--- src/rtl/pairwise_haplotype_jaccard_top_macros.svh ---
// Assertion macros shared by the pairwise haplotype Jaccard RTL.
// Needs a clock named clk and an active-low reset named rst_n in scope.
`ifndef PAIRWISE_HAPLOTYPE_JACCARD_TOP_MACROS_SVH
`define PAIRWISE_HAPLOTYPE_JACCARD_TOP_MACROS_SVH

// Check a property on every clock edge outside reset
`define PHJ_ASSERT(lbl, prop, msg) \
    lbl: assert property (@(posedge clk) disable iff (!rst_n) prop) else $error(msg);

// Check a property on every clock edge, reset included
`define PHJ_ASSERT_ALWAYS(lbl, prop, msg) \
    lbl: assert property (@(posedge clk) prop) else $error(msg);

`endif

--- src/rtl/phj_pkg.sv ---
// Types and constants of the pairwise haplotype Jaccard block.
// Used by every module of the block; depends on nothing.
package phj_pkg;

    localparam int MAX_SAMPLES = 256;
    localparam int MAX_HAPS    = 1024;
    localparam int MAX_TARGETS = 128;

    localparam int SAMPLE_W   = 8;
    localparam int HAP_IDX_W  = 10;
    localparam int TGT_IDX_W  = 7;
    localparam int HAP_ADDR_W = SAMPLE_W + HAP_IDX_W;
    localparam int TGT_ADDR_W = SAMPLE_W + TGT_IDX_W;
    localparam int LAYOUT_W   = 21;

    localparam int FIFO_DEPTH = 4;
    localparam int FIFO_PTR_W = 2;

    localparam int DIV_NUM_W = 44;
    localparam int DIV_DEN_W = 27;
    localparam int DIV_Q_W   = 17;
    localparam int DIV_CNT_W = 6;

    // Command codes of the input channel
    localparam logic [2:0] CMD_HAP    = 3'd0;
    localparam logic [2:0] CMD_TGT    = 3'd1;
    localparam logic [2:0] CMD_LAYOUT = 3'd2;
    localparam logic [2:0] CMD_FREQ   = 3'd3;
    localparam logic [2:0] CMD_CMP    = 3'd4;

    // Configuration register indexes
    localparam logic [1:0] REG_TARGET_TOTAL    = 2'd0;
    localparam logic [1:0] REG_HAPLOTYPE_TOTAL = 2'd1;

    localparam logic [16:0] ONE_Q16     = 17'd65536;
    localparam logic [16:0] WEIGHT_BASE = 17'd66191;
    localparam logic [10:0] CNT11_MAX   = 11'h7FF;
    localparam logic [26:0] SUM27_MAX   = 27'h7FF_FFFF;

    typedef enum logic [2:0] {
        OP_HAP,
        OP_TGT,
        OP_LAYOUT,
        OP_FREQ,
        OP_CMP,
        OP_NONE
    } op_t;

    typedef struct packed {
        op_t         op;
        logic [7:0]  sample_a;
        logic [7:0]  sample_b;
        logic [9:0]  position;
        logic        bit_value;
        logic [9:0]  layout_start;
        logic [10:0] layout_count;
        logic [16:0] frequency;
    } item_t;

    typedef struct packed {
        logic                 start;
        logic [DIV_NUM_W-1:0] num;
        logic [DIV_DEN_W-1:0] den;
    } div_req_t;

    typedef struct packed {
        logic               busy;
        logic               done;
        logic [DIV_Q_W-1:0] quot;
    } div_rsp_t;

    typedef struct packed {
        logic [10:0] shared_common;
        logic [10:0] union_common;
        logic [26:0] weighted_shared;
        logic [26:0] weighted_union;
        logic [7:0]  targets_both;
        logic [7:0]  targets_sharing;
        logic [16:0] mean_jaccard;
        logic [16:0] mean_weighted_jaccard;
        logic [10:0] shared_all;
        logic [10:0] union_all;
    } result_t;

endpackage

--- src/rtl/phj_front.sv ---
// Front end: accepts input transfers, classifies them and queues them.
// Depends on phj_pkg.
module phj_front (
    input  logic           clk,
    input  logic           rst_n,
    input  logic           in_valid,
    output logic           in_stall,
    input  logic [2:0]     cmd,
    input  logic [7:0]     sample_a,
    input  logic [7:0]     sample_b,
    input  logic [9:0]     position,
    input  logic           bit_value,
    input  logic [9:0]     layout_start,
    input  logic [10:0]    layout_count,
    input  logic [16:0]    frequency,
    input  logic           clearing,
    output phj_pkg::item_t head,
    output logic           head_valid,
    input  logic           pop
);

    phj_pkg::item_t                   fifo_mem [phj_pkg::FIFO_DEPTH];
    logic [phj_pkg::FIFO_PTR_W-1:0]   wr_ptr_reg;
    logic [phj_pkg::FIFO_PTR_W-1:0]   rd_ptr_reg;
    logic [phj_pkg::FIFO_PTR_W:0]     count_reg;
    logic [phj_pkg::FIFO_PTR_W:0]     count_next;
    phj_pkg::item_t                   item;
    logic                             push;
    logic                             do_pop;

    // Classify: range-check loads, saturate frequency, drop unused codes
    always_comb
    begin
        item.sample_a     = sample_a;
        item.sample_b     = sample_b;
        item.position     = position;
        item.bit_value    = bit_value;
        item.layout_start = layout_start;
        item.layout_count = layout_count;
        item.frequency    = (frequency > phj_pkg::ONE_Q16) ? phj_pkg::ONE_Q16 : frequency;
        case (cmd)
            phj_pkg::CMD_HAP:
                item.op = ({1'b0, position} < 11'(phj_pkg::MAX_HAPS)) ?
                          phj_pkg::OP_HAP : phj_pkg::OP_NONE;
            phj_pkg::CMD_TGT:
                item.op = ({1'b0, position} < 11'(phj_pkg::MAX_TARGETS)) ?
                          phj_pkg::OP_TGT : phj_pkg::OP_NONE;
            phj_pkg::CMD_LAYOUT:
                item.op = ({1'b0, position} < 11'(phj_pkg::MAX_TARGETS)) ?
                          phj_pkg::OP_LAYOUT : phj_pkg::OP_NONE;
            phj_pkg::CMD_FREQ:
                item.op = ({1'b0, position} < 11'(phj_pkg::MAX_HAPS)) ?
                          phj_pkg::OP_FREQ : phj_pkg::OP_NONE;
            phj_pkg::CMD_CMP:
                item.op = phj_pkg::OP_CMP;
            default:
                item.op = phj_pkg::OP_NONE;
        endcase
    end

    assign in_stall   = (count_reg == (phj_pkg::FIFO_PTR_W+1)'(phj_pkg::FIFO_DEPTH)) || clearing;
    assign push       = in_valid && !in_stall && (item.op != phj_pkg::OP_NONE);
    assign head_valid = (count_reg != '0);
    assign do_pop     = pop && head_valid;
    assign head       = fifo_mem[rd_ptr_reg];

    always_comb
    begin
        count_next = count_reg;
        if (push && !do_pop)
        begin
            count_next = count_reg + 1'b1;
        end
        else if (!push && do_pop)
        begin
            count_next = count_reg - 1'b1;
        end
    end

    // Hold queue pointers and fill level
    always_ff @(posedge clk or negedge rst_n)
    begin
        if (!rst_n)
        begin
            wr_ptr_reg <= '0;
            rd_ptr_reg <= '0;
            count_reg  <= '0;
        end
        else
        begin
            if (push)
            begin
                wr_ptr_reg <= wr_ptr_reg + 1'b1;
            end
            if (do_pop)
            begin
                rd_ptr_reg <= rd_ptr_reg + 1'b1;
            end
            count_reg <= count_next;
        end
    end

    // Store queued items
    always_ff @(posedge clk)
    begin
        if (push)
        begin
            fifo_mem[wr_ptr_reg] <= item;
        end
    end

endmodule

--- config.mk ---
export PLATFORM = sky130hd
export DESIGN_NAME = phj_front
export DESIGN_NICKNAME = d
export VERILOG_FILES = /design/src/rtl/pairwise_haplotype_jaccard_top_macros.svh /design/src/rtl/phj_pkg.sv /design/src/rtl/phj_front.sv
export SDC_FILE = /design/constraint.sdc
export NUM_CORES = 1
export LEC_CHECK = 0
export BUFFER_PORTS_ARGS = -buffer_cell sky130_fd_sc_hd__buf_2
export CAP_MARGIN = 40
export CORE_ASPECT_RATIO = 0.9
export CORE_MARGIN = 5
export CORE_UTILIZATION = 51
export CTS_CLUSTER_DIAMETER = 60
export DETAILED_ROUTE_END_ITERATION = 10
export PLACE_DENSITY = 0.75
export SETUP_SLACK_MARGIN = 0.05
export SYNTH_ARGS = -nofsm -noshare
export SYNTH_HDL_FRONTEND = slang
export SYNTH_SLANG_ARGS = --single-unit
--- constraint.sdc ---
create_clock -name clk -period 2.3 [get_ports clk]
set_clock_uncertainty 0.2 [all_clocks]
set_input_delay 0.115 -clock clk [delete_from_list [all_inputs] [get_ports clk]]
set_output_delay 0.115 -clock clk [all_outputs]
set_load 0.05 [all_outputs]
==> metrics.yaml <==
numPlacedInstances: 825
total_power_mw: 17.6
fin_setup_tns_ns: -0.0696
hpwl_um: 12200
status: "finished, violations left"
wl_um: 21400
arrival_ns: 2.01
syn-instance-count: 424
yosysSeqAreaShare_pct: 80.0
clockRootBuffer: "clkbuf_16"
rrSetupSlack_ns: 0.16
die_x_um: 161
synth_nets: 503
fillers: 1179
synth.most_common_cell: "edfxtp_1"
postLayoutCoreUtil_pct: 69.8
place_area_um2: 11700
synth_async_sr_flop_share_pct: 2.51
p_per_area_nw_per_um2: 1260
clkLatencyLatePin_ns: 0.52
synth_top_area_cell: "edfxtp_1"
fp.dieH_um: 146
ctsHtreeMaxLevel: 1
end_kind: "output pin"
io_pins: 143
critical_path.max_stage_delay_ns: 0.55
antenna_found_initial: 1
fmax_ghz: 0.430
seq_area_um2: 8350
start_kind: "register"
multi_input_area_um2: 2020
nets: 764
place.gp.congestion: 0.748
firstDrtPassIters: 4
clk_path_buf_depth: 3
rows: 49
p_leak_nw: 4.88
grt_usage_pct: 18.0
postLayoutCellArea_um2: 14000
violations: "negative setup slack"
post-route-min-period_ns: 2.33
syn_area_um2: 10400
layout-drive-gt1-share_pct: 42.3
synth_cell_types: 31
grt_first_pass_wirelength_um: 32800
crit_family: "multiplexers"
largest_reg_flops: 272
cts.sinks: 279
tightest_slew_ns: 0.718
synth_top_area_share_pct: 78.3
synth_edf_count: 272
vias: 5186
start_util_pct: 52.0
ys_seq_elements: 279
synthFlopType: "edfxtp_1"
port_buffers: 142
overflow: 0
post-route-drc-count: 0
relSlewSlack_pct: 51.7
rsz0062_at_grt: "true"
vias_per_cell: 5.40
hold_viol: 0
crit_slowest_cell: "mux4_2"
post_synth.cell_area_avg_um2: 24.6
setup_viol: 8
numCtsBuffers: 28
vdd_drop_max_mv: 1.25
area_delta_synth_final_pct: 34.1
grt_pass1_vias: 5833
synth_commonest_cells: "272 x edfxtp_1, 68 x mux4_2, 10 x nor2b_1"
worst-path-buf-inv: 3
required_ns: 1.99
hold_path_class: "input port to register"
drv_slew: 0
tritoncts: "built"
cap_violations: 0
crit_chain: "buf_12 > buf_16 > mux4_2 > buf_6"
crit_type: "register to output pin"
final_antenna_net_count: 0
die-area_um2: 23400
wire_per_inst_um: 22.3
path_clk_slew_ns: 0.06
initialDrtViolationCount: 314
grt_max_degree: 46
coreArea_um2: 20000
holdWs_ns: 0.0362
synth.area.top_cells: "edfxtp_1 78%, mux4_2 15%, dfrtp_1 1.7%, ha_1 0.60%, nor2b_1 0.60%"
synth_warnings: 0
stdcell_count: 960
dp_slack_ns: 0.0465
layout_setup_ws_ns: -0.0276
crit_path_max_fanout: 8
fin_crit_sh_pct: 101
-- layout make-up --
class | instances | area share (%)
inverter | 4 | 0.107
clock buffer | 34 | 5.17
timing repair buffer | 248 | 17.3
antenna | 1 | 0.0179
multi-input combinational | 124 | 14.5
tap | 255 | 2.28
clock inverter | 15 | 0.939
sequential | 279 | 59.7
-- tightest hold or removal path, delay by kind of cell --
family,cells,cell delay (ns)
simple gates,2,0.16
buf+inv,2,0.26
mux,1,0.19
-- cells by family after synthesis --
logic type               Yosys count  share of synthesized area [%]
multiplexers                      70                           14.9
buffers and inverters             21                           1.07
AND/OR/NAND/NOR                   37                           2.36
adder cells (fa/ha/maj)            6                          0.792
XOR/XNOR                           7                          0.588
AO/OA/AOI/OAI                      4                          0.288
flip-flops                       279                           80.0
-- final timing paths --
| path | start | to | cells past startpoint |
|---|---|---|---|
| setup / recovery | rd_ptr_reg[0] | head[65] | 4 |
| hold / removal | in_valid | wr_ptr_reg[1] | 5 |
| setup reg to reg | count_reg[0] | count_reg[2] | 8 |
| hold reg to reg | count_reg[2] | count_reg[2] | 1 |
| max in group asynchronous | rst_n | rd_ptr_reg[1] | 3 |
| min in group asynchronous | rst_n | rd_ptr_reg[0] | 3 |
-- report_power, final --
group	internal (mW)	leakage [nW]	switching [mW]
Sequential	5.87	2.54	0.169
Combinational	3.21	1.92	4.19
Clock	2.45	0.416	1.74
Total	11.5	4.88	6.09
-- cells in the final DEF (no fill, tap or decap), types with 2 or more instances in the layout --
cell,netlist,routed
inv_1,4,3
buf_2,5,74
and2_4,0,4
nor2_1,3,3
buf_8,0,5
dfrtp_4,0,2
xnor2_1,5,5
clkbuf_16,0,31
nor4_1,4,4
dlygate4sd3_1,0,74
dfrtp_1,7,5
clkinv_1,0,6
mux4_2,68,68
edfxtp_1,272,272
buf_12,0,13
clkbuf_1,5,6
bufinv_16,0,2
buf_4,7,9
buf_6,0,67
and2b_1,6,6
ha_1,5,4
xor2_1,2,2
buf_16,0,3
nor2b_1,10,10
clkinv_2,0,5
-- per-layer routing --
metal  vias up  global-route usage (%)  share of wire (%)
met1      2664                    22.8                 39
met2       181                    32.3                 53
met5         -                       0                  0
met4         0                    4.48                2.0
li1       2310                       -                  -
met3        31                    3.37                5.8
-- what timing repair did --
action,4_1_cts,5_1_grt
gates cloned,1,3
endpoints found under the setup margin,68,78
pin swaps,0,1
gates resized for setup,136,18
buffers inserted,5,2
hold endpoints to repair,284,0
hold buffers,74,0
Note: power is estimated with default switching activity, not from simulation.
