==> src/rtl/pairwise_haplotype_jaccard_top_macros.svh <==
// Assertion macros shared by the pairwise haplotype Jaccard RTL.
// Needs a clock named clk and an active-low reset named rst_n in scope.
`ifndef PAIRWISE_HAPLOTYPE_JACCARD_TOP_MACROS_SVH
`define PAIRWISE_HAPLOTYPE_JACCARD_TOP_MACROS_SVH

// Check a property on every clock edge outside reset
`define PHJ_ASSERT(lbl, prop, msg) \
    lbl: assert property (@(posedge clk) disable iff (!rst_n) prop) else $error(msg);

// Check a property on every clock edge, reset included
`define PHJ_ASSERT_ALWAYS(lbl, prop, msg) \
    lbl: assert property (@(posedge clk) prop) else $error(msg);

`endif

==> src/rtl/phj_pkg.sv <==
// Types and constants of the pairwise haplotype Jaccard block.
// Used by every module of the block; depends on nothing.
package phj_pkg;

    localparam int MAX_SAMPLES = 256;
    localparam int MAX_HAPS    = 1024;
    localparam int MAX_TARGETS = 128;

    localparam int SAMPLE_W   = 8;
    localparam int HAP_IDX_W  = 10;
    localparam int TGT_IDX_W  = 7;
    localparam int HAP_ADDR_W = SAMPLE_W + HAP_IDX_W;
    localparam int TGT_ADDR_W = SAMPLE_W + TGT_IDX_W;
    localparam int LAYOUT_W   = 21;

    localparam int FIFO_DEPTH = 4;
    localparam int FIFO_PTR_W = 2;

    localparam int DIV_NUM_W = 44;
    localparam int DIV_DEN_W = 27;
    localparam int DIV_Q_W   = 17;
    localparam int DIV_CNT_W = 6;

    // Command codes of the input channel
    localparam logic [2:0] CMD_HAP    = 3'd0;
    localparam logic [2:0] CMD_TGT    = 3'd1;
    localparam logic [2:0] CMD_LAYOUT = 3'd2;
    localparam logic [2:0] CMD_FREQ   = 3'd3;
    localparam logic [2:0] CMD_CMP    = 3'd4;

    // Configuration register indexes
    localparam logic [1:0] REG_TARGET_TOTAL    = 2'd0;
    localparam logic [1:0] REG_HAPLOTYPE_TOTAL = 2'd1;

    localparam logic [16:0] ONE_Q16     = 17'd65536;
    localparam logic [16:0] WEIGHT_BASE = 17'd66191;
    localparam logic [10:0] CNT11_MAX   = 11'h7FF;
    localparam logic [26:0] SUM27_MAX   = 27'h7FF_FFFF;

    typedef enum logic [2:0] {
        OP_HAP,
        OP_TGT,
        OP_LAYOUT,
        OP_FREQ,
        OP_CMP,
        OP_NONE
    } op_t;

    typedef struct packed {
        op_t         op;
        logic [7:0]  sample_a;
        logic [7:0]  sample_b;
        logic [9:0]  position;
        logic        bit_value;
        logic [9:0]  layout_start;
        logic [10:0] layout_count;
        logic [16:0] frequency;
    } item_t;

    typedef struct packed {
        logic                 start;
        logic [DIV_NUM_W-1:0] num;
        logic [DIV_DEN_W-1:0] den;
    } div_req_t;

    typedef struct packed {
        logic               busy;
        logic               done;
        logic [DIV_Q_W-1:0] quot;
    } div_rsp_t;

    typedef struct packed {
        logic [10:0] shared_common;
        logic [10:0] union_common;
        logic [26:0] weighted_shared;
        logic [26:0] weighted_union;
        logic [7:0]  targets_both;
        logic [7:0]  targets_sharing;
        logic [16:0] mean_jaccard;
        logic [16:0] mean_weighted_jaccard;
        logic [10:0] shared_all;
        logic [10:0] union_all;
    } result_t;

endpackage

==> src/rtl/phj_div.sv <==
// Shared restoring divider, one quotient bit per cycle.
// Depends on phj_pkg. A zero divisor gives a quotient of zero.
module phj_div (
    input  logic              clk,
    input  logic              rst_n,
    input  phj_pkg::div_req_t req,
    output phj_pkg::div_rsp_t rsp
);

    logic                            busy_reg;
    logic                            done_reg;
    logic [phj_pkg::DIV_CNT_W-1:0]   cnt_reg;
    logic [phj_pkg::DIV_DEN_W-1:0]   rem_reg;
    logic [phj_pkg::DIV_DEN_W-1:0]   den_reg;
    logic [phj_pkg::DIV_NUM_W-1:0]   dvd_reg;
    logic [phj_pkg::DIV_NUM_W-1:0]   quot_reg;
    logic [phj_pkg::DIV_DEN_W:0]     trial;
    logic                            ge;

    assign trial = {rem_reg, dvd_reg[phj_pkg::DIV_NUM_W-1]};
    assign ge    = (trial >= {1'b0, den_reg});

    assign rsp.busy = busy_reg;
    assign rsp.done = done_reg;
    assign rsp.quot = (den_reg == '0) ? '0 : quot_reg[phj_pkg::DIV_Q_W-1:0];

    // Control: count steps, pulse done at the end
    always_ff @(posedge clk or negedge rst_n)
    begin
        if (!rst_n)
        begin
            busy_reg <= 1'b0;
            done_reg <= 1'b0;
            cnt_reg  <= '0;
        end
        else
        begin
            done_reg <= 1'b0;
            if (req.start && !busy_reg)
            begin
                busy_reg <= 1'b1;
                cnt_reg  <= phj_pkg::DIV_CNT_W'(phj_pkg::DIV_NUM_W);
            end
            else if (busy_reg)
            begin
                cnt_reg <= cnt_reg - 1'b1;
                if (cnt_reg == phj_pkg::DIV_CNT_W'(1))
                begin
                    busy_reg <= 1'b0;
                    done_reg <= 1'b1;
                end
            end
        end
    end

    // Datapath: shift in one dividend bit, subtract where it fits
    always_ff @(posedge clk)
    begin
        if (req.start && !busy_reg)
        begin
            dvd_reg  <= req.num;
            den_reg  <= req.den;
            rem_reg  <= '0;
            quot_reg <= '0;
        end
        else if (busy_reg)
        begin
            rem_reg  <= ge ? phj_pkg::DIV_DEN_W'(trial - {1'b0, den_reg})
                           : trial[phj_pkg::DIV_DEN_W-1:0];
            quot_reg <= {quot_reg[phj_pkg::DIV_NUM_W-2:0], ge};
            dvd_reg  <= {dvd_reg[phj_pkg::DIV_NUM_W-2:0], 1'b0};
        end
    end

endmodule

==> config.mk <==
export PLATFORM = sky130hd
export DESIGN_NAME = phj_div
export DESIGN_NICKNAME = d
export VERILOG_FILES = /design/src/rtl/pairwise_haplotype_jaccard_top_macros.svh /design/src/rtl/phj_pkg.sv /design/src/rtl/phj_div.sv
export SDC_FILE = /design/constraint.sdc
export NUM_CORES = 1
export LEC_CHECK = 0
export BUFFER_PORTS_ARGS = -buffer_cell sky130_fd_sc_hd__clkbuf_2
export CAP_MARGIN = 20
export CORE_ASPECT_RATIO = 0.5
export CORE_MARGIN = 2
export CORE_UTILIZATION = 34
export DETAILED_ROUTE_END_ITERATION = 6
export HOLD_SLACK_MARGIN = 0.06
export SLEW_MARGIN = 20
export SYNTH_ARGS = -nofsm -noshare
export SYNTH_HDL_FRONTEND = slang
export SYNTH_SLANG_ARGS = --single-unit
==> constraint.sdc <==
create_clock -name clk -period 3.1 [get_ports clk]
set_input_delay 0.465 -clock clk [delete_from_list [all_inputs] [get_ports clk]]
set_output_delay 0.465 -clock clk [all_outputs]
set_load 0.02 [all_outputs]
==> metrics.txt, run 1 <==
outcome=completed; met3 usage=4.03%; H-tree depth=4; Mean Syn Cell Area=10.8 sq um; CP Capture Type=flip-flop; met1 usage=between 15 and 20%; Post-Synthesis Cells=600; sequential share of power=approximately 34%; Post-Syn Area=approximately 0.0065 sq mm; DRC Markers=0; Area growth, synth to finish=22.9%; die span in x=about 200 um; # fillers=1780; EDFF count, synth=between 70 and 80; asr flop ratio synth=6.50%; Worst setup endpoint=rem_reg[25]; register bit total from synthesis=roughly 120; Max Fclk=around 340 MHz; origin of the worst setup path=dvd_reg[43]; worst vdd ir=0.457 mV; total wire length=approximately 14000 um; leading area contributor after synthesis=edfxtp_1; drt pass-1 iters=5; Finished Cell Area=between 0.007 and 0.008 sq mm; busiest grt layer=met2; leading post-synthesis cells by cell area=edfxtp_1 33%, dfxtp_1 14%, mux2_2 7.7%; Tot GR Track Use=between 15 and 20%; Worst-Skew Late Latency=0.41 ns; reg2reg start=dvd_reg[43]; worst path required time=3.38 ns; NetSw=2.96 mW; clock sink total=around 120; max reg flops=44; met2 Use GR=a little under a quarter; Starting Density=about a third; sequential area share after synthesis=49.7%; max-slew violations=0; DP Area=~0.0074 sq mm; Final nets=between 800 and 900; slew of the pin with the lowest slew margin=around 0.67 ns; Combinational Power Share=between 40 and 50%; worst reg2reg path depth=12; max-cap violations=0; Tot Pwr=approximately 8.2 mW; IO Pins=93; Yosys Warn Count=0; die area=approximately 0.020 sq mm; PD cells=roughly 1000 mW/mm^2; period utilization=between 90 and 100%; Placer Congestion=approximately 0.85; via count=just under 5k; antenna cells=0; startpoint types=flip-flop; fin crit period=between 2 and 3 ns; TNS Setup=0 ns; Routed Antenna Nets=0; top cell type's share of synthesized area=approximately 33%; clock tree from TritonCTS=done; Final Hold Viols=0; critical setup path kind=reg2reg; first-pass GRT wire length=approximately 24000 um; largest net degree at the start of global routing=61; Slew HR=55.2%; skew final=about 0.018 ns; layout cells sized above 1=29.1%; vias in the first global route=approximately 4.8k; total CTS buffers=17; ys flop type=edfxtp_1; Root Buffer=clkbuf_16; Lkg Pwr=between 3 and 4 nW; clock share of power=a little over a fifth; Worst-path clk slew=0.06 ns; initial antenna violation count=0; grt total ovfl=0; crit-path max FO=4; post-synth cell types=between 50 and 60; row cnt=35; WL per Instance=roughly 15 um; Finish-stage setup viols=0; Max clock buf depth=2; DRT iter0 DRCs=366; Avg Vias per Cell=between 4 and 5; IO buf count=92; DPL Wire Length=10400 um; Data arrival, critical path=roughly 3.2 ns; die extent in y=102 um; register-to-register setup slack=0.14 ns; Post-Syn Nets=between 700 and 800; internal power=roughly 5.2 mW; Reg-to-Reg End=rem_reg[25]; fin util=around 43%; hold crit path type=in2reg; Sw Ratio=roughly 36%; Core ar.=0.0185 sq mm
==> metal layers <==
layer | share of wire, % | wire [um]
met2 | 46 | 6640
met4 | 1.3 | 184
met1 | 47 | 6810
met3 | 5.2 | 753
met5 | 0 | 0
==> through the flow <==
stage	instances	hold slack [ns]	worst slack, ns
6_report	985	0.226	0.137
2_1_floorplan	600	0.169	0.248
3_5_place_dp	951	0.325	0.146
3_3_place_gp	951	0.321	0.246
5_1_grt	985	0.210	-0.00358
4_1_cts	983	0.215	0.111
==> cell usage after synthesis (all sizes together) (4+ instances only) <==
cell type	number
ha	29
xor2	9
nor2	22
a32oi	11
o21a	5
nand3	5
nand4	6
nand2b	23
dfrtp	8
a21o	8
buf	8
dfxtp	44
clkbuf	25
o211ai	4
nand2	48
mux2	53
o21ai	51
o31ai	6
nor2b	20
a22o	13
edfxtp	71
a211oi	5
nor4	8
a31oi	7
inv	34
xnor2	14
nor3	7
a21oi	28
==> area by class of cell <==
class | count | area [sq um] | area share, %
clock buffers | 18 | 429 | 5.40
clock inverters | 13 | 96.3 | 1.21
inverters | 34 | 128 | 1.60
multi-input cells | 410 | 3000 | 37.8
flip-flops and latches | 123 | 3210 | 40.4
well taps | 259 | 324 | 4.07
repair buffers | 128 | 758 | 9.53
==> critical path, stage by stage (launching register included) <==
cell and delay, ns:
edfxtp_1 0.38, inv_1 0.07, ha_1 0.18, fa_2 0.23
nor2b_1 0.06, o31a_1 0.30, o2111ai_2 0.26, nand4_2 0.15
a2111oi_4 0.44, nor2_2 0.06, buf_4 0.15, mux2_4 0.28
a221o_1 0.29
==> cells by family after synthesis <==
| logic type | after synthesis | synth area share (%) |
|---|---|---|
| compound gates | 159 | 16.5 |
| xor+xnor | 23 | 3.11 |
| fa+ha+maj | 30 | 5.92 |
| buf+inv | 67 | 4.16 |
| flops | 123 | 49.7 |
| mux | 53 | 9.28 |
| simple gates | 145 | 11.3 |
==> cells in the final DEF, fill, tap and decap left out, types with 8 or more instances in the layout <==
| master | netlist | layout |
|---|---|---|
| xnor2_1 | 14 | 14 |
| nand2_1 | 48 | 48 |
| edfxtp_1 | 71 | 71 |
| dfxtp_1 | 44 | 44 |
| a21oi_1 | 28 | 28 |
| nor2_1 | 21 | 19 |
| clkbuf_16 | 0 | 17 |
| a21o_1 | 8 | 8 |
| mux2_1 | 8 | 8 |
| a22o_1 | 13 | 13 |
| o21ai_0 | 51 | 51 |
| xor2_1 | 9 | 9 |
| nor2b_1 | 20 | 20 |
| clkbuf_2 | 0 | 92 |
| buf_4 | 2 | 33 |
| a32oi_1 | 11 | 11 |
| inv_1 | 34 | 33 |
| nor4_1 | 8 | 8 |
| ha_1 | 29 | 29 |
| mux2_2 | 44 | 44 |
| nand2b_1 | 23 | 23 |
==> worst min-delay path by stage <==
stage	slack, ns	from	endpoint	cells after the start
4_1_cts	0.21	req[5]	den_reg[5]	1
3_3_place_gp	0.32	rst_n	done_reg	1
5_1_grt	0.21	req[12]	den_reg[12]	1
2_1_floorplan	0.17	rst_n	busy_reg	0
3_5_place_dp	0.33	rst_n	done_reg	1
6_report	0.23	req[5]	den_reg[5]	1
==> repair_timing <==
item | in CTS | in global routing
resized for setup | 0 | 2
buffers inserted | 0 | 2
hold buffers | 1 | 0
endpoints found under the hold margin | 8 | 0
setup endpoints to repair | 0 | 14
==> power by group through the flow <==
stage          logic (mW)  registers, mW  clock network (mW)
3_3_place_gp         3.56           2.79                   0
4_1_cts              3.62           2.79                1.81
2_1_floorplan        2.69           2.67                   0
6_report             3.64           2.78                1.76
5_1_grt              4.07           2.86                1.88
3_5_place_dp         3.60           2.81                   0
Note: power is estimated with default switching activity, not from simulation.
==> run 2, diff against run 1 <==
--- a/config.mk
+++ b/config.mk
@@ -11,6 +11,7 @@
 export CORE_MARGIN = 2
 export CORE_UTILIZATION = 34
 export DETAILED_ROUTE_END_ITERATION = 6
+export GPL_TIMING_DRIVEN = 0
 export HOLD_SLACK_MARGIN = 0.06
 export SLEW_MARGIN = 20
 export SYNTH_ARGS = -nofsm -noshare
==> constraint.sdc (replaced) <==
create_clock -name clk -period 3.04 [get_ports clk]
set_input_delay 0.456 -clock clk [delete_from_list [all_inputs] [get_ports clk]]
set_output_delay 0.456 -clock clk [all_outputs]
set_load 0.02 [all_outputs]
==> metrics.txt, run 2 (same netlist as run 1, synthesis figures left out) <==
antenna cells=0 (unchanged); final setup margin=-0.0701 ns (was 0.137 ns); total CTS buffers=17 (unchanged); metal3 WL=755 um (was 753 um); CP Capture Type=flip-flop (unchanged); IO Pins=93 (unchanged); clock tree from TritonCTS=done (unchanged); Finished Cell Area=0.00818 sq mm (was 0.00795 sq mm); register area=0.00321 sq mm (about the same); most common cell after layout, fill and taps aside=clkbuf_2 (unchanged); outcome=finished, violations left (was completed); vias in the first global route=4986 (was 4792); Worst-path clk slew=0.06 ns (about the same); period utilization=102% (was 95.6%); PD cells=1090 mW/mm^2 (was 1030 mW/mm^2); die area=0.0202 sq mm (unchanged); initial antenna violation count=0 (unchanged); first-pass GRT wire length=25300 um (was 23700 um); DPL Wire Length=11200 um (was 10400 um); Finish-stage setup viols=2 (was 0); grt total ovfl=0 (unchanged); hold crit path type=in2reg (unchanged); row cnt=35 (unchanged); Max clock buf depth=2 (unchanged); Final Hold Viols=0 (unchanged); failing checks=negative setup slack; Starting Density=34.9% (unchanged); worst path required time=3.34 ns (was 3.38 ns); Area growth, synth to finish=26.5% (was 22.9%); Max Fclk=322 MHz (was 338 MHz); skew final=0.0101 ns (was 0.0183 ns); crit-path max FO=5 (was 4); DRC Markers=0 (unchanged); total wire length=15500 um (was 14400 um); WL per Instance=15.6 um (was 14.6 um); commonest cells after routing, fill and taps aside=95 x clkbuf_2, 71 x edfxtp_1, 45 x nand2_1, 44 x mux2_2, 44 x dfxtp_1 (was 92 x clkbuf_2, 71 x edfxtp_1, 51 x o21ai_0, 48 x nand2_1); area of the multi-input gates=0.00312 sq mm (was 0.00300 sq mm); Cell Chain, Critical Path=inv_1 > ha_2 > fa_2 > nor2b_1 > o31a_1 > o2111ai_2 > nand4_2 > a2111oi_4 > nor2_2 > buf_6 > mux2_4 > a221o_1 (was inv_1 > ha_1 > fa_2 > nor2b_1 > o31a_1 > o2111ai_2 > nand4_2 > a2111oi_4 > nor2_2 > buf_4 > mux2_4 > a221o_1); Slowest cell on crit path=a2111oi_4 (unchanged); via count=5032 (was 4888); max-cap violations=0 (unchanged); IO buf count=92 (unchanged); met1 WL=7300 um (was 6810 um); TNS Setup=-0.0716 ns (was 0 ns); fin crit period=3.11 ns (was 2.96 ns); # fillers=1769 (was 1780); Placer Congestion=0.882 (was 0.853); Avg Vias per Cell=5.06 (was 4.96); layout cells sized above 1=30.6% (was 29.1%); worst vdd ir=0.395 mV (was 0.457 mV); Core ar.=0.0185 sq mm (unchanged); H-tree depth=4 (unchanged); Routed Antenna Nets=0 (unchanged); DRT iter0 DRCs=304 (was 366); die span in x=199 um (unchanged); Root Buffer=clkbuf_16 (unchanged); die extent in y=102 um (unchanged); Tot GR Track Use=16.1% (was 15.0%); critical setup path kind=reg2reg (unchanged); DP Area=0.00730 sq mm (was 0.00740 sq mm); Final nets=827 (was 818); max reg flops=44 (unchanged); clock sink total=123 (unchanged); routed wl met2=7230 um (was 6640 um); startpoint types=flip-flop (unchanged); Lkg Pwr=3.44 nW (was 3.40 nW); CP peak stage delay=0.45 ns (was 0.44 ns); Data arrival, critical path=3.41 ns (was 3.24 ns); Worst-Skew Late Latency=0.42 ns (was 0.41 ns); slew of the pin with the lowest slew margin=0.805 ns (was 0.672 ns); RSZ-0062 raised after global routing=yes; register-to-register setup slack=-0.07 ns (was 0.14 ns); largest net degree at the start of global routing=37 (was 61); max-slew violations=0 (unchanged); drt pass-1 iters=5 (unchanged); Max Used Layer=met4 (unchanged); Slew HR=46.3% (was 55.2%)
## run 2: worst paths after layout
kind	start	end	cells after the start
max	dvd_reg[43]	rem_reg[25]	12
min	req[11]	den_reg[11]	1
max reg2reg	dvd_reg[43]	rem_reg[25]	12
max in group asynchronous	rst_n	cnt_reg[5]	2
min in group asynchronous	rst_n	cnt_reg[3]	2
min reg2reg	quot_reg[0]	quot_reg[0]	2
## run 2: final cells by class
class / count / area share (%)
clock inverters: 15 / 1.87
well taps: 259 / 3.96
multi-input cells: 410 / 38.2
plain buffers: 26 / 1.65
clock buffers: 17 / 5.20
repair buffers: 111 / 8.32
inverters: 34 / 1.56
flip-flops and latches: 123 / 39.3
## run 2: repair_timing
action                                  4_1_cts  5_1_grt
resized for setup                             9       44
hold buffers                                  1        0
setup buffers                                 5        9
gates cloned                                  1        1
endpoints found under the setup margin       35       38
pin swaps                                     3       15
hold endpoints to repair                      8        0
## run 2: worst max-delay path: cells and delay by family, from the launching register on
family	cells	cell delay, ns
AO/OA/AOI/OAI	4	1.29
adder cells (fa/ha/maj)	2	0.39
multiplexers	1	0.30
flip-flops	1	0.40
AND/OR/NAND/NOR	3	0.35
buffers and inverters	2	0.26
## run 2: routing by layer
metal | track usage [%] | vias to the layer above
met2 | 25.5 | 111
met4 | 5.51 | 0
met1 | 21.6 | 2447
li1 | - | 2455
met3 | 4.16 | 19
met5 | 0 | -
## run 2: where the power goes
part | internal, mW | switching (mW)
Combinational | 2.02 | 2.10
Sequential | 2.46 | 0.362
Clock | 1.09 | 0.878
## run 2: stage by stage
stage	utilization, %	power [mW]	std cells	hold WS, ns	worst slack, ns
floorplan	-	5.46	600	0.160	0.188
global placement	39.2	6.27	951	0.312	-0.451
detailed placement	39.4	6.34	953	0.314	-0.293
CTS	43.0	8.47	992	0.198	-0.0611
global route	44.2	9.54	995	0.201	-0.157
finish	44.2	8.92	995	0.216	-0.0701
==> run 3, diff against run 2 <==
--- a/config.mk
+++ b/config.mk
@@ -7,12 +7,15 @@
 export LEC_CHECK = 0
 export BUFFER_PORTS_ARGS = -buffer_cell sky130_fd_sc_hd__clkbuf_2
 export CAP_MARGIN = 20
+export CELL_PAD_IN_SITES_DETAIL_PLACEMENT = 1
+export CELL_PAD_IN_SITES_GLOBAL_PLACEMENT = 2
 export CORE_ASPECT_RATIO = 0.5
 export CORE_MARGIN = 2
 export CORE_UTILIZATION = 34
 export DETAILED_ROUTE_END_ITERATION = 6
 export GPL_TIMING_DRIVEN = 0
 export HOLD_SLACK_MARGIN = 0.06
+export PLACE_DENSITY = 0.84
 export SLEW_MARGIN = 20
 export SYNTH_ARGS = -nofsm -noshare
 export SYNTH_HDL_FRONTEND = slang
==> metrics.txt, run 3 (same netlist as run 1, synthesis figures left out) <==
metal3 WL=738 um (was 755 um); Final Hold Viols=0 (unchanged); Max Used Layer=met4 (unchanged); fin crit period=3.01 ns (was 3.11 ns); Slew HR=55.7% (was 46.3%); Slowest cell on crit path=a2111oi_4 (unchanged); CP Capture Type=flip-flop (unchanged); crit-path max FO=5 (unchanged); met1 WL=8480 um (was 7300 um); Root Buffer=clkbuf_16 (unchanged); die extent in y=102 um (unchanged); total wire length=17800 um (was 15500 um); TNS Setup=0 ns (was -0.0716 ns); Tot Pwr=9.02 mW (was 8.92 mW); register-to-register setup slack=0.03 ns (was -0.07 ns); DPL Wire Length=12800 um (was 11200 um); clock tree from TritonCTS=done (unchanged); DRC Markers=0 (unchanged); worst reg2reg path depth=12 (unchanged); worst path required time=3.34 ns (about the same); period utilization=99.0% (was 102%); Hold Path End=den_reg[5] (was den_reg[11]); drt pass-1 iters=5 (unchanged); DP Area=0.00731 sq mm (was 0.00730 sq mm); via count=5152 (was 5032); total CTS buffers=17 (unchanged); Tot GR Track Use=18.2% (was 16.1%); worst vdd ir=0.463 mV (was 0.395 mV); commonest cells after routing, fill and taps aside=95 x clkbuf_2, 71 x edfxtp_1, 48 x nand2_1, 48 x o21ai_0 (was 95 x clkbuf_2, 71 x edfxtp_1, 45 x nand2_1, 44 x mux2_2, 44 x dfxtp_1); die span in x=199 um (unchanged); die area=0.0202 sq mm (unchanged); Finish-stage setup viols=0 (was 2); Reg-to-Reg End=rem_reg[25] (unchanged); Hold Crit Depth=1 (unchanged); RSZ-0062 raised after global routing=yes (unchanged); routed wl met2=8390 um (was 7230 um); IO Pins=93 (unchanged); DRT iter0 DRCs=325 (was 304); Lkg Pwr=3.43 nW (was 3.44 nW); startpoint types=flip-flop (unchanged); Area growth, synth to finish=26.3% (was 26.5%); Placer Congestion=0.828 (was 0.882); Max Fclk=332 MHz (was 322 MHz); Data arrival, critical path=3.31 ns (was 3.41 ns); max-slew violations=0 (unchanged); critical setup path kind=reg2reg (unchanged); clock sink total=123 (unchanged); origin of the worst setup path=dvd_reg[43] (unchanged); CP peak stage delay=0.43 ns (was 0.45 ns); Routed Antenna Nets=0 (unchanged); outcome=completed (was finished, violations left); Core ar.=0.0185 sq mm (unchanged); vias in the first global route=5417 (was 4986); Avg Vias per Cell=5.18 (was 5.06); skew final=0.0109 ns (was 0.0101 ns); most common cell after layout, fill and taps aside=clkbuf_2 (unchanged); Final nets=827 (unchanged); Worst-Skew Late Latency=0.41 ns (was 0.42 ns); Finished Cell Area=0.00817 sq mm (was 0.00818 sq mm); row cnt=35 (unchanged); slew of the pin with the lowest slew margin=0.664 ns (was 0.805 ns); IO buf count=92 (unchanged); hold crit path type=in2reg (unchanged); layout cells sized above 1=30.6% (unchanged); first-pass GRT wire length=28700 um (was 25300 um); Starting Density=34.9% (unchanged); fin cells=995 (unchanged); Max clock buf depth=2 (unchanged); WL per Instance=17.9 um (was 15.6 um); Cell Chain, Critical Path=inv_2 > ha_4 > fa_2 > nor2b_2 > o31a_1 > o2111ai_2 > nand4_2 > a2111oi_4 > nor2_2 > buf_6 > mux2_4 > a221o_1 (was inv_1 > ha_2 > fa_2 > nor2b_1 > o31a_1 > o2111ai_2 > nand4_2 > a2111oi_4 > nor2_2 > buf_6 > mux2_4 > a221o_1); antenna cells=0 (unchanged); dpl cells=953 (unchanged); H-tree depth=4 (unchanged); final setup margin=0.0297 ns (was -0.0701 ns); reg2reg start=dvd_reg[43] (unchanged); max reg flops=44 (unchanged); largest net degree at the start of global routing=24 (was 37); grt total ovfl=0 (unchanged); initial antenna violation count=0 (unchanged); PD cells=1100 mW/mm^2 (was 1090 mW/mm^2); Worst-path clk slew=0.06 ns (about the same); max-cap violations=0 (unchanged); DP Worst Slack=-0.306 ns (was -0.293 ns); hold path start=req[5] (was req[11])
## run 3: changes by cell type in the layout (fill, tap and decap cells not counted), sizes merged
cell      previous run  this run
clkinvlp             3         4
clkinv               3         1
bufinv               0         1
## run 3: worst max-delay path, delay by kind of cell (launching register included)
kind / cells / cell delay (ns)
AO/OA/AOI/OAI: 4 / 1.28
buffers and inverters: 2 / 0.26
adder cells (fa/ha/maj): 2 / 0.36
AND/OR/NAND/NOR: 3 / 0.32
multiplexers: 1 / 0.29
flip-flops: 1 / 0.39
## run 3: power breakdown
group          internal [mW]  total (mW)  switching (mW)
Sequential              2.46        2.85           0.381
Clock                   1.15        2.00           0.847
Combinational           1.95        4.17            2.22
## run 3: layer usage
layer | up-vias | GRT usage (%)
met5 | - | 0
met4 | 0 | 5.34
met3 | 15 | 3.80
met2 | 116 | 30.3
met1 | 2561 | 24.2
li1 | 2460 | -
## run 3: layout make-up
class / count / area, sq um
Timing Repair Buffer: 111 / 667
Multi-Input combinational cell: 410 / 3130
Buffer: 26 / 135
Clock inverter: 15 / 153
Clock buffer: 17 / 425
Inverter: 34 / 128
Sequential cell: 123 / 3210
Tap cell: 259 / 324
Fill cell: 2075 / 10300
## run 3: through the flow
step | util, % | hold WS [ns]
floorplan | - | 0.160
global placement | 39.2 | 0.314
detailed placement | 39.5 | 0.325
CTS | 43.4 | 0.204
global route | 44.1 | 0.199
finish | 44.1 | 0.215
## run 3: how the worst max path moves through the flow
stage	end	slack (ns)	cells after the start
6_report	rem_reg[25]	0.03	12
5_1_grt	rem_reg[25]	-0.09	12
4_1_cts	rem_reg[25]	-0.03	12
3_5_place_dp	rem_reg[20]	-0.31	12
3_3_place_gp	dvd_reg[41]	-0.51	6
2_1_floorplan	rem_reg[25]	0.19	10
## run 3: repair_timing
action                                 in CTS  in global routing
endpoints found under the hold margin       8                  0
setup endpoints to repair                  35                 29
pin swaps                                   9                  9
hold buffers                                1                  0
cloned                                      1                  1
buffers inserted                            8                  6
resized for setup                          20                 23
